===== src/rtl/cpf_pkg.sv =====
package cpf_pkg;

    localparam int VALUE_W = 32;
    localparam int INDEX_W = 10;
    localparam int EPOCH_W = 4;

    // Tag zero marks a cleared slot, so live epochs run from one to all ones.
    localparam logic [EPOCH_W-1:0] EPOCH_FIRST = EPOCH_W'(1);
    localparam logic [EPOCH_W-1:0] EPOCH_LAST  = '1;

    typedef struct packed {
        logic signed [VALUE_W-1:0] value;
        logic                      last;
    } t_item;

    typedef struct packed {
        logic               found;
        logic [INDEX_W-1:0] first_index;
        logic [INDEX_W-1:0] second_index;
        logic               overflow;
    } t_result;

    // Source of the table read address for the next cycle.
    typedef enum logic [1:0] {
        RD_HOLD,
        RD_COMP,
        RD_VALUE,
        RD_NEXT
    } t_rd_sel;

    typedef struct packed {
        logic    load;
        logic    count;
        logic    mark_over;
        t_rd_sel rd_sel;
        logic    emit_hit;
        logic    insert;
        logic    ins_fail;
        logic    finish;
        logic    clear_step;
    } t_cmd;

    typedef struct packed {
        logic pair_done;
        logic len_full;
        logic last;
        logic comp_ok;
        logic slot_empty;
        logic comp_match;
        logic value_match;
        logic probes_done;
        logic clear_last;
        logic epoch_last;
    } t_stat;

endpackage


===== src/rtl/cpf_ctrl.sv =====
module cpf_ctrl (
    input  logic           i_clk,
    input  logic           i_rst_n,
    input  logic           i_start,
    input  logic           i_last,
    input  cpf_pkg::t_stat i_stat,
    output cpf_pkg::t_cmd  o_cmd,
    output logic           o_busy
);
    import cpf_pkg::*;

    typedef enum logic [5:0] {
        S_CLEAR  = 6'b000001,
        S_IDLE   = 6'b000010,
        S_LREQ   = 6'b000100,
        S_LCHK   = 6'b001000,
        S_ICHK   = 6'b010000,
        S_FINISH = 6'b100000
    } t_state;

    t_state r_state, n_state;
    t_cmd   cmd;

    // Sequencing of lookup, insertion, end of sequence and table clearing.
    always_comb begin
        cmd        = '0;
        cmd.rd_sel = RD_HOLD;
        n_state    = r_state;
        unique case (r_state)
            S_CLEAR: begin
                cmd.clear_step = 1'b1;
                if (i_stat.clear_last) begin
                    n_state = S_IDLE;
                end
            end
            S_IDLE: begin
                if (i_start) begin
                    cmd.load = 1'b1;
                    priority if (i_stat.pair_done) begin
                        if (i_last) begin
                            n_state = S_FINISH;
                        end
                    end else if (i_stat.len_full) begin
                        cmd.mark_over = 1'b1;
                        if (i_last) begin
                            n_state = S_FINISH;
                        end
                    end else begin
                        cmd.count = 1'b1;
                        n_state   = S_LREQ;
                    end
                end
            end
            S_LREQ: begin
                // A complement outside 32 bits cannot match: go straight to insertion.
                if (i_stat.comp_ok) begin
                    cmd.rd_sel = RD_COMP;
                    n_state    = S_LCHK;
                end else begin
                    cmd.rd_sel = RD_VALUE;
                    n_state    = S_ICHK;
                end
            end
            S_LCHK: begin
                priority if (i_stat.comp_match) begin
                    cmd.emit_hit = 1'b1;
                    n_state      = i_stat.last ? S_FINISH : S_IDLE;
                end else if (i_stat.slot_empty || i_stat.probes_done) begin
                    cmd.rd_sel = RD_VALUE;
                    n_state    = S_ICHK;
                end else begin
                    cmd.rd_sel = RD_NEXT;
                end
            end
            S_ICHK: begin
                priority if (i_stat.value_match || i_stat.slot_empty) begin
                    cmd.insert = 1'b1;
                    n_state    = i_stat.last ? S_FINISH : S_IDLE;
                end else if (i_stat.probes_done) begin
                    cmd.ins_fail = 1'b1;
                    n_state      = i_stat.last ? S_FINISH : S_IDLE;
                end else begin
                    cmd.rd_sel = RD_NEXT;
                end
            end
            S_FINISH: begin
                cmd.finish = 1'b1;
                n_state    = i_stat.epoch_last ? S_CLEAR : S_IDLE;
            end
            default: begin
                n_state = S_CLEAR;
            end
        endcase
    end

    always_ff @(posedge i_clk) begin
        if (!i_rst_n) begin
            r_state <= S_CLEAR;
        end else begin
            r_state <= n_state;
        end
    end

    assign o_cmd  = cmd;
    assign o_busy = (r_state != S_IDLE);

endmodule


===== config.mk =====
export PLATFORM = sky130hd
export DESIGN_NAME = cpf_ctrl
export DESIGN_NICKNAME = d
export VERILOG_FILES = /design/src/rtl/cpf_pkg.sv /design/src/rtl/cpf_ctrl.sv
export SDC_FILE = /design/constraint.sdc
export NUM_CORES = 1
export LEC_CHECK = 0
export ABC_AREA = 1
export BUFFER_PORTS_ARGS = -buffer_cell sky130_fd_sc_hd__buf_2
export CORE_MARGIN = 8
export CORE_UTILIZATION = 35
export DETAILED_ROUTE_END_ITERATION = 12
export GPL_TIMING_DRIVEN = 0
export PLACE_DENSITY = 0.62
export SKIP_CTS_REPAIR_TIMING = 1
export SYNTH_ARGS = -nofsm -noshare
export SYNTH_HDL_FRONTEND = slang
export SYNTH_SLANG_ARGS = --single-unit
export TNS_END_PERCENT = 30

===== constraint.sdc =====
create_clock -name i_clk -period 2.99 [get_ports i_clk]
set_input_delay 0.7475 -clock i_clk [delete_from_list [all_inputs] [get_ports i_clk]]
set_output_delay 0.7475 -clock i_clk [all_outputs]
set_load 0.005 [all_outputs]

==> results.sh, run 1 <==
export IMPL_grt_max_degree=8
export IMPL_ys_types=19
export IMPL_start_util_pct=36.7
export IMPL_num_rows=14
export IMPL_hpwl_um=1300
export IMPL_synth_edf_count=0
export IMPL_pin_count=25
export IMPL_slew_headroom_pct=84.1
export IMPL_drive_gt1_share_pct=35.2
export IMPL_slew_violations=0
export IMPL_diodes=0
export IMPL_routedWlPerCell_um=10.7
export IMPL_cts_tree="built"
export IMPL_p_per_area_mw_per_mm2=381
export IMPL_die_w_um=55.5
export IMPL_hold_violations=0
export IMPL_firstDrtPassIters=4
export IMPL_ys_warn_count=0
export IMPL_antenna_found_initial=0
export IMPL_tightest_slew_ns=0.235
export IMPL_cts_num_sinks=6
export IMPL_critPathMaxFanout=4
export IMPL_p_leak_nw=0.424
export IMPL_cts_buffer_depth=2
export IMPL_reg_top3="r_state x6"
export IMPL_num_vias=681
export IMPL_cts_made_buffers=3
export IMPL_layout_common_cells="buf_2, nand2_1, inv_1"
export IMPL_clkTransAtPathRegs_ns=0.04
export IMPL_netlist_area_um2=547
export IMPL_worstPathRequired_ns=2.24
export IMPL_grt_pass1_wl_um=2660
export IMPL_hold_ws_ns=0.642
export IMPL_fin_crit_sh_pct=77.1
export IMPL_start_kind="primary input"
export IMPL_syn_num_nets=112
export IMPL_final_cell_area_um2=709
export IMPL_via_per_inst=4.83
export IMPL_synthCells=98
export IMPL_placed_area_um2=687
export IMPL_clock_latency_ns=0.25
export IMPL_synth_top_cell_area_share_pct=22.0
export IMPL_die_h_um=55.5
export IMPL_die_area_mm2=0.00308
export IMPL_clock_skew_ns=0.00549
export IMPL_drt_iter0_markers=9
export IMPL_run_status="finished, final reports clean"
export IMPL_synthFlopType="dfxtp_1"
export IMPL_fin_crit_ns=2.30
export IMPL_gp_congestion=0.807
export IMPL_largest_register="r_state"
export IMPL_final_common_cell="buf_2"
export IMPL_gr_total_overflow=0
export IMPL_worstSetupPathType="in -> out"
export IMPL_crit_slowest_cell="or2_2"
export IMPL_ant_nets=0
export IMPL_largest_reg_flops=6
export IMPL_end_kind="output pin"
export IMPL_fin_cells=141
export IMPL_dp_cells=138
export IMPL_synth_seq_area_share_pct=22.0
export IMPL_cpMostUsedCell="buf_2"
export IMPL_setup_viol=0
export IMPL_critPathMaxStageDelay_ns=0.30
export IMPL_portBuffers=24
export IMPL_drcViolationCount=0
export IMPL_areaGrowthSynthToFinish_pct=29.7
export IMPL_synth_largest_area_cell="dfxtp_1"
export IMPL_synth_area_top_cells="dfxtp_1, nand2_1, inv_1"
export IMPL_fin_setup_tns_ns=0
export IMPL_worstPathCellList="buf_2 -> or2_2 -> nor2_1 -> nand2_1 -> nand3_1 -> buf_2"
export IMPL_drv_cap=0
export IMPL_syn_area_per_cell_um2=5.58
export IMPL_h_tree_depth=1
export IMPL_cts_root_buf="clkbuf_4"
export IMPL_fmax_mhz=434
export IMPL_p_total_w=0.000270
export IMPL_core_area_mm2=0.00149
export IMPL_hp_class="reg -> reg"
export IMPL_nets=141
export IMPL_ys_ff_latch=6
export IMPL_grt_pass1_vias=642
export IMPL_async_reset_ff_share_pct=0
export IMPL_ir_drop_mv=0.180
export IMPL_arrival_ns=1.56
export IMPL_wirelength_um=1500
export IMPL_rsz0062_at_grt="no"
export IMPL_track_usage_pct=10.2
power by group:
part | switching (W) | internal [W]
Sequential | 0.00000627 | 0.0000877
Clock | 0.0000303 | 0.0000455
Combinational | 0.0000626 | 0.0000376
Total | 0.0000992 | 0.000171
critical path, delay by kind of cell:
kind                   cells  cell delay [ns]
and+or+nand+nor            4             0.60
buffers and inverters      2             0.22
layout make-up:
| type | instances | area [um^2] |
|---|---|---|
| Inverter | 23 | 86.3 |
| Tap cell | 16 | 20.0 |
| Clock buffer | 3 | 22.5 |
| Fill cell | 170 | 779 |
| Multi-Input combinational cell | 69 | 340 |
| Timing Repair Buffer | 24 | 120 |
| Sequential cell | 6 | 120 |
Yosys cell counts, types with 2 or more instances:
cell type / instances
nand2_1: 21
dfxtp_1: 6
o21ai_1: 2
nor3_1: 2
nand4_1: 3
or2_2: 2
nand2_2: 3
nor2_2: 8
a21oi_1: 4
nor2_1: 13
o21ai_0: 2
nand3_1: 4
inv_2: 3
inv_1: 20
metal layers:
| layer | global-route usage [%] | vias up | part of all wire [%] |
|---|---|---|---|
| li1 | - | 357 | - |
| met1 | 11.2 | 304 | 43 |
| met2 | 17.5 | 18 | 49 |
| met3 | 4.57 | 2 | 7.1 |
| met4 | 2.11 | 0 | 0.53 |
| met5 | 0 | - | 0 |
stage by stage:
step / util, % / worst slack (ns)
4_1_cts: 47.6 / 0.682
5_1_grt: 47.6 / 0.581
3_3_place_gp: 46.1 / 0.681
6_report: 47.6 / 0.685
3_5_place_dp: 46.1 / 0.685
2_1_floorplan: - / 0.939
kinds of logic (layout without fill, tap and decap cells):
group | Yosys count | in the layout | synth area share, %
and+or+nand+nor | 59 | 59 | 51.9
DFF | 6 | 6 | 22.0
AOI/OAI and AO/OA | 10 | 10 | 10.3
buffers and inverters | 23 | 50 | 15.8
path summary, 6_finish.rpt:
check	from	endpoint	slack (ns)	cells past startpoint
worst min-delay path	r_state[2]$_SDFFE_PN0P_	r_state[2]$_SDFFE_PN0P_	0.64	4
worst max-delay path	i_stat[5]	o_cmd[5]	0.69	6
worst max register to register	r_state[2]$_SDFFE_PN0P_	r_state[1]$_SDFFE_PN0P_	1.72	8
worst min register to register	r_state[2]$_SDFFE_PN0P_	r_state[2]$_SDFFE_PN0P_	0.64	4
Power figures use the tool's default switching activity.
==> inputs of run 2 (changes only) <==
--- a/config.mk
+++ b/config.mk
@@ -5,13 +5,13 @@
 export SDC_FILE = /design/constraint.sdc
 export NUM_CORES = 1
 export LEC_CHECK = 0
-export ABC_AREA = 1
+export ABC_AREA = 0
 export BUFFER_PORTS_ARGS = -buffer_cell sky130_fd_sc_hd__buf_2
 export CORE_MARGIN = 8
 export CORE_UTILIZATION = 35
 export DETAILED_ROUTE_END_ITERATION = 12
 export GPL_TIMING_DRIVEN = 0
-export PLACE_DENSITY = 0.62
+export PLACE_DENSITY = 0.65
 export SKIP_CTS_REPAIR_TIMING = 1
 export SYNTH_ARGS = -nofsm -noshare
 export SYNTH_HDL_FRONTEND = slang
==> constraint.sdc (replaced) <==
create_clock -name i_clk -period 2 [get_ports i_clk]
set_input_delay 0.5 -clock i_clk [delete_from_list [all_inputs] [get_ports i_clk]]
set_output_delay 0.5 -clock i_clk [all_outputs]
set_load 0.005 [all_outputs]
==> results.sh, run 2 <==
export IMPL_run_status="finished with violations"
export IMPL_violations="setup timing"
export IMPL_reg_top3="r_state x6"
export IMPL_via_per_inst=5.30
export IMPL_worstRegToRegCells=9
export IMPL_p_leak_nw=0.381
export IMPL_start_util_pct=38.1
export IMPL_critPathMaxStageDelay_ns=0.50
export IMPL_worstSetupPathType="reg -> out"
export IMPL_synthFlopType="dfxtp_1"
export IMPL_clock_skew_ns=0.00172
export IMPL_grt_max_degree=10
export IMPL_fin_crit_sh_pct=127
export IMPL_ant_nets=0
export IMPL_num_rows=13
export IMPL_crit_family="simple AND/OR/NAND/NOR gates"
export IMPL_tightest_slew_ns=0.405
export IMPL_crit_slowest_cell="or4b_4"
export IMPL_drive_gt1_share_pct=58.3
export IMPL_synth_seq_area_share_pct=23.6
export IMPL_final_util_pct=61.6
export IMPL_track_usage_pct=10.9
export IMPL_worstPathCellList="buf_6 -> or4b_4 -> or3_4 -> or3_4 -> nand2_2 -> buf_6"
export IMPL_hold_violations=0
export IMPL_synth_top_cell_area_share_pct=23.6
export IMPL_gp_congestion=0.757
export IMPL_drcViolationCount=0
export IMPL_diodes=0
export IMPL_antenna_found_initial=0
export IMPL_setup_viol=9
export IMPL_h_tree_depth=1
export IMPL_r2r_setup_slack_ns=0.07
export IMPL_drv_cap=0
export IMPL_core_area_mm2=0.00133
export IMPL_wirelength_um=1650
export IMPL_syn_num_nets=81
export IMPL_cts_buffer_depth=2
export IMPL_fin_setup_tns_ns=-3.34
export IMPL_worst_slack_ns=-0.539
export IMPL_grt_busiest_layer="met2"
export IMPL_rsz0062_at_grt="yes"
export IMPL_worst_path_stages=6
export IMPL_netlist_area_um2=508
export IMPL_worstSetupStartpoint="r_state[2]$_SDFFE_PN0P_"
export IMPL_met3_usage_pct=3.03
export IMPL_yosys_top_cells_count="nor2_1, dfxtp_1, inv_1, nand2_1"
export IMPL_routedWlPerCell_um=14.0
export IMPL_hold_ws_ns=0.483
export IMPL_async_reset_ff_share_pct=0
export IMPL_portBuffers=24
export IMPL_largest_reg_flops=6
export IMPL_fmax_mhz=394
export IMPL_synth_most_common_cell="nor2_1"
export IMPL_start_kind="register"
export IMPL_met2_usage_pct=17.8
export IMPL_die_h_um=54.1
export IMPL_critPathMaxFanout=4
export IMPL_r2r_end="r_state[5]$_SDFFE_PN0P_"
export IMPL_cts_made_buffers=3
export IMPL_areaGrowthSynthToFinish_pct=61.8
export IMPL_largest_register="r_state"
export IMPL_synth_edf_count=0
export IMPL_synthCells=67
export IMPL_path_buf_inv=2
export IMPL_grt_pass1_vias=595
export IMPL_worstPathRequired_ns=1.50
export IMPL_die_area_mm2=0.00293
export IMPL_hpwl_um=1160
export IMPL_cts_num_sinks=6
export IMPL_crit_end="o_cmd[5]"
export IMPL_cts_root_buf="clkbuf_4"
export IMPL_post_place_ws_ns=-0.362
export IMPL_drt_iter0_markers=7
export IMPL_synth_largest_area_cell="dfxtp_1"
export IMPL_end_kind="output pin"
export IMPL_grt_use_met1_pct=12.5
export IMPL_ys_types=28
export IMPL_pin_count=25
export IMPL_synth_area_top_cells="dfxtp_1, nor3b_1, nor2_1"
export IMPL_cts_tree="built"
export IMPL_layout_common_cells="buf_2, buf_4, nor2_1"
export IMPL_p_total_w=0.000391
export IMPL_ir_drop_mv=0.301
export IMPL_num_vias=625
export IMPL_arrival_ns=2.04
export IMPL_grt_pass1_wl_um=2420
export IMPL_clock_latency_ns=0.25
export IMPL_worstReg2RegStart="r_state[2]$_SDFFE_PN0P_"
export IMPL_die_w_um=54.1
export IMPL_ys_ff_latch=6
export IMPL_slew_violations=0
export IMPL_fillers=126
export IMPL_firstDrtPassIters=4
export IMPL_p_per_area_mw_per_mm2=476
export IMPL_fin_crit_ns=2.54
export IMPL_hp_class="in -> reg"
export IMPL_ys_warn_count=0
export IMPL_gr_total_overflow=0
export IMPL_syn_area_per_cell_um2=7.58
export IMPL_slew_headroom_pct=72.8
export IMPL_clkTransAtPathRegs_ns=0.04
export IMPL_nets=119
export IMPL_final_common_cell="buf_2"
run 2: changes by cell type in the layout (fill, tap and decap cells not counted), sizes merged, moves of 3 or more:
| cell | previous run | this run |
|---|---|---|
| a211oi | 0 | 3 |
| buf | 24 | 34 |
| inv | 23 | 5 |
| nand2 | 24 | 5 |
| nand2b | 0 | 4 |
| nand3 | 5 | 0 |
| nand4 | 3 | 0 |
| nor2 | 21 | 8 |
| nor3b | 0 | 4 |
| nor4 | 0 | 3 |
run 2: cell type report:
type / instances / area (um^2) / share of cell area [%]
Clock buffer: 3 / 22.5 / 2.74
Tap cell: 15 / 18.8 / 2.28
Sequential cell: 6 / 123 / 14.9
Inverter: 5 / 18.8 / 2.28
Multi-Input combinational cell: 55 / 424 / 51.6
Buffer: 1 / 11.3 / 1.37
Timing Repair Buffer: 33 / 204 / 24.8
run 2: cells by family after synthesis:
| kind of cell | count (synthesis) | share of synthesized area [%] |
|---|---|---|
| xor+xnor | 1 | 1.72 |
| buf+inv | 6 | 5.91 |
| simple gates | 38 | 45.6 |
| flops | 6 | 23.6 |
| compound gates | 16 | 23.2 |
run 2: where the power goes:
group / total (W) / switching [W] / internal, W
Clock: 0.000112 / 0.0000440 / 0.0000679
Combinational: 0.000139 / 0.0000736 / 0.0000655
Sequential: 0.000140 / 0.0000114 / 0.000129
run 2: per-stage QoR:
step           area [um^2]  instances
3_3_place_gp           649        106
4_1_cts                672        109
6_report               822        118
5_1_grt                822        118
3_5_place_dp           649        106
2_1_floorplan          510         67
run 2: worst min path at each step:
| stage | cells after the start | end | slack, ns | startpoint |
|---|---|---|---|---|
| after global routing | 2 | r_state[0]$_SDFFE_PN1P_ | 0.48 | i_stat[0] |
| after floorplan | 3 | r_state[3]$_SDFFE_PN0P_ | 0.58 | r_state[4]$_SDFFE_PN0P_ |
| after CTS | 2 | r_state[0]$_SDFFE_PN1P_ | 0.48 | i_stat[0] |
| after detailed placement | 3 | r_state[3]$_SDFFE_PN0P_ | 0.65 | r_state[4]$_SDFFE_PN0P_ |
| final | 2 | r_state[0]$_SDFFE_PN1P_ | 0.48 | i_stat[0] |
| after global placement | 3 | r_state[3]$_SDFFE_PN0P_ | 0.66 | r_state[4]$_SDFFE_PN0P_ |
run 2: worst reg2reg max path, cell delays in order (launching register included):
cell	delay, ns
dfxtp_2	0.31
buf_6	0.12
buf_4	0.13
buf_6	0.11
or4_4	0.53
nor2_4	0.16
buf_4	0.13
inv_1	0.04
a2bb2oi_1	0.13
nor4_1	0.19
run 2: metal layers:
layer,vias up,wire [um]
li1,322,-
met1,282,728
met2,19,782
met3,2,116
met4,0,19
met5,-,0
==> inputs of run 3 (changes only) <==
--- a/config.mk
+++ b/config.mk
@@ -7,12 +7,13 @@
 export LEC_CHECK = 0
 export ABC_AREA = 0
 export BUFFER_PORTS_ARGS = -buffer_cell sky130_fd_sc_hd__buf_2
+export CELL_PAD_IN_SITES_DETAIL_PLACEMENT = 2
+export CELL_PAD_IN_SITES_GLOBAL_PLACEMENT = 2
 export CORE_MARGIN = 8
-export CORE_UTILIZATION = 35
+export CORE_UTILIZATION = 20
 export DETAILED_ROUTE_END_ITERATION = 12
 export GPL_TIMING_DRIVEN = 0
-export PLACE_DENSITY = 0.65
-export SKIP_CTS_REPAIR_TIMING = 1
+export PLACE_DENSITY = 0.7
 export SYNTH_ARGS = -nofsm -noshare
 export SYNTH_HDL_FRONTEND = slang
 export SYNTH_SLANG_ARGS = --single-unit
==> results.sh, run 3 (synthesis gave the netlist of run 2 again) <==
export IMPL_violations="setup timing"
export IMPL_drv_cap=0
export IMPL_cts_num_sinks=6
export IMPL_hpwl_um=1500
export IMPL_start_kind="register"
export IMPL_wirelength_um=1950
export IMPL_grt_pass1_wl_um=3150
export IMPL_pin_count=25
export IMPL_ir_drop_mv=0.291
export IMPL_fin_crit_sh_pct=125
export IMPL_fin_crit_ns=2.50
export IMPL_num_vias=635
export IMPL_worstPathCellList="or4b_4 -> or3_4 -> or3_4 -> nand2_2 -> buf_6"
export IMPL_end_kind="output pin"
export IMPL_routedWlPerCell_um=14.9
export IMPL_final_common_cell="buf_2"
export IMPL_path_buf_inv=1
export IMPL_grt_pass1_vias=697
export IMPL_cts_root_buf="clkbuf_4"
export IMPL_slew_violations=0
export IMPL_p_per_area_mw_per_mm2=479
export IMPL_largest_reg_flops=6
export IMPL_die_h_um=66.4
export IMPL_gr_total_overflow=0
export IMPL_critPathMaxFanout=7
export IMPL_reg_top3="r_state x6"
export IMPL_drcViolationCount=0
export IMPL_track_usage_pct=9.11
export IMPL_p_leak_nw=0.371
export IMPL_worstRegToRegCells=5
export IMPL_hold_ws_ns=0.491
export IMPL_largest_register="r_state"
export IMPL_drt_iter0_markers=7
export IMPL_start_util_pct=20.9
export IMPL_firstDrtPassIters=3
export IMPL_arrival_ns=2.00
export IMPL_nets=117
export IMPL_cpMostUsedCell="or3_4"
export IMPL_h_tree_depth=1
export IMPL_setup_viol=9
export IMPL_die_w_um=66.4
export IMPL_hold_violations=0
export IMPL_diodes=0
export IMPL_clock_latency_ns=0.24
export IMPL_slew_headroom_pct=71.4
export IMPL_cts_tree="built"
export IMPL_hp_class="in -> reg"
export IMPL_tightest_slew_ns=0.425
export IMPL_run_status="finished with violations"
export IMPL_areaGrowthSynthToFinish_pct=62.3
export IMPL_r2r_setup_slack_ns=0.04
export IMPL_hold_end="r_state[0]$_SDFFE_PN1P_"
export IMPL_num_rows=18
export IMPL_min_path_cells=2
export IMPL_die_area_mm2=0.00441
export IMPL_ant_nets=0
export IMPL_grt_max_degree=9
export IMPL_gp_congestion=0.747
export IMPL_worstPathRequired_ns=1.50
export IMPL_cts_made_buffers=3
export IMPL_antenna_found_initial=0
export IMPL_crit_family="simple AND/OR/NAND/NOR gates"
export IMPL_portBuffers=24
export IMPL_worstHoldStart="i_stat[0]"
export IMPL_cts_buffer_depth=2
export IMPL_r2r_end="r_state[4]$_SDFFE_PN0P_"
export IMPL_fmax_mhz=400
export IMPL_critPathMaxStageDelay_ns=0.52
export IMPL_ctsHoldBuffers=0
export IMPL_core_area_mm2=0.00243
export IMPL_worstSetupPathType="reg -> out"
export IMPL_layout_common_cells="buf_2, buf_4, nor2_1"
export IMPL_clkTransAtPathRegs_ns=0.04
export IMPL_via_per_inst=4.85
export IMPL_rsz0062_at_grt="yes"
export IMPL_final_util_pct=33.9
export IMPL_drive_gt1_share_pct=58.4
export IMPL_worstReg2RegStart="r_state[3]$_SDFFE_PN0P_"
export IMPL_clock_skew_ns=0.00298
export IMPL_crit_slowest_cell="or4b_4"
export IMPL_worst_slack_ns=-0.503
==> run 3: cell count changes in the layout (fill, tap and decap cells not counted), sizes merged <==
cell	before	now
buf	34	32
==> run 3: metal layers <==
layer	vias to the layer above	share of wire [%]	GRT usage, %
li1	315	-	-
met5	-	0	0
met2	20	51	15.1
met4	0	0.46	3.20
met1	298	43	10.5
met3	2	5.3	3.22
==> run 3: worst register-to-register path: cells and delay by family (launching register included) <==
family	cells	cell delay [ns]
buffers and inverters	1	0.15
AOI/OAI and AO/OA	2	0.45
DFF	1	0.36
and+or+nand+nor	2	0.87
==> run 3: timing repair <==
action / 4_1_cts / 5_1_grt
buffers inserted: 3 / 5
pin swaps: 4 / 7
cloned: 0 / 0
setup endpoints to repair: 14 / 14
gates resized for setup: 6 / 17
==> run 3: through the flow <==
step | worst slack, ns | instances | instance area, um^2 | power (W) | setup TNS, ns
CTS | -0.566 | 127 | 737 | 0.000383 | -3.56
floorplan | -0.205 | 67 | 510 | 0.000207 | -0.575
finish | -0.503 | 131 | 825 | 0.000395 | -1.98
global route | -0.578 | 131 | 825 | 0.000431 | -2.71
global placement | -0.368 | 121 | 668 | 0.000252 | -1.76
detailed placement | -0.373 | 121 | 668 | 0.000254 | -1.93
==> run 3: cell type report <==
| class | count | area (um^2) |
|---|---|---|
| fill | 302 | 1610 |
| multi-input combinational | 55 | 423 |
| timing repair buffer | 32 | 196 |
| sequential | 6 | 126 |
| tap | 30 | 37.5 |
| clock buffer | 3 | 22.5 |
| inverter | 5 | 18.8 |
==> run 3: worst max path at each step <==
stage                                        from  endpoint  slack (ns)  cells after the start
final                     r_state[3]$_SDFFE_PN0P_  o_cmd[5]       -0.50                      5
after global routing      r_state[3]$_SDFFE_PN0P_  o_cmd[6]       -0.58                      5
after CTS                 r_state[2]$_SDFFE_PN0P_  o_cmd[6]       -0.57                      6
after detailed placement  r_state[2]$_SDFFE_PN0P_  o_cmd[6]       -0.37                      6
after global placement    r_state[2]$_SDFFE_PN0P_  o_cmd[6]       -0.37                      6
after floorplan           r_state[2]$_SDFFE_PN0P_  o_cmd[6]       -0.20                      5
==> run 3: power by group <==
part / switching, W / internal, W / total [W]
clock: 0.0000404 / 0.0000676 / 0.000108
combinational: 0.0000750 / 0.0000712 / 0.000146
sequential: 0.0000122 / 0.000129 / 0.000141
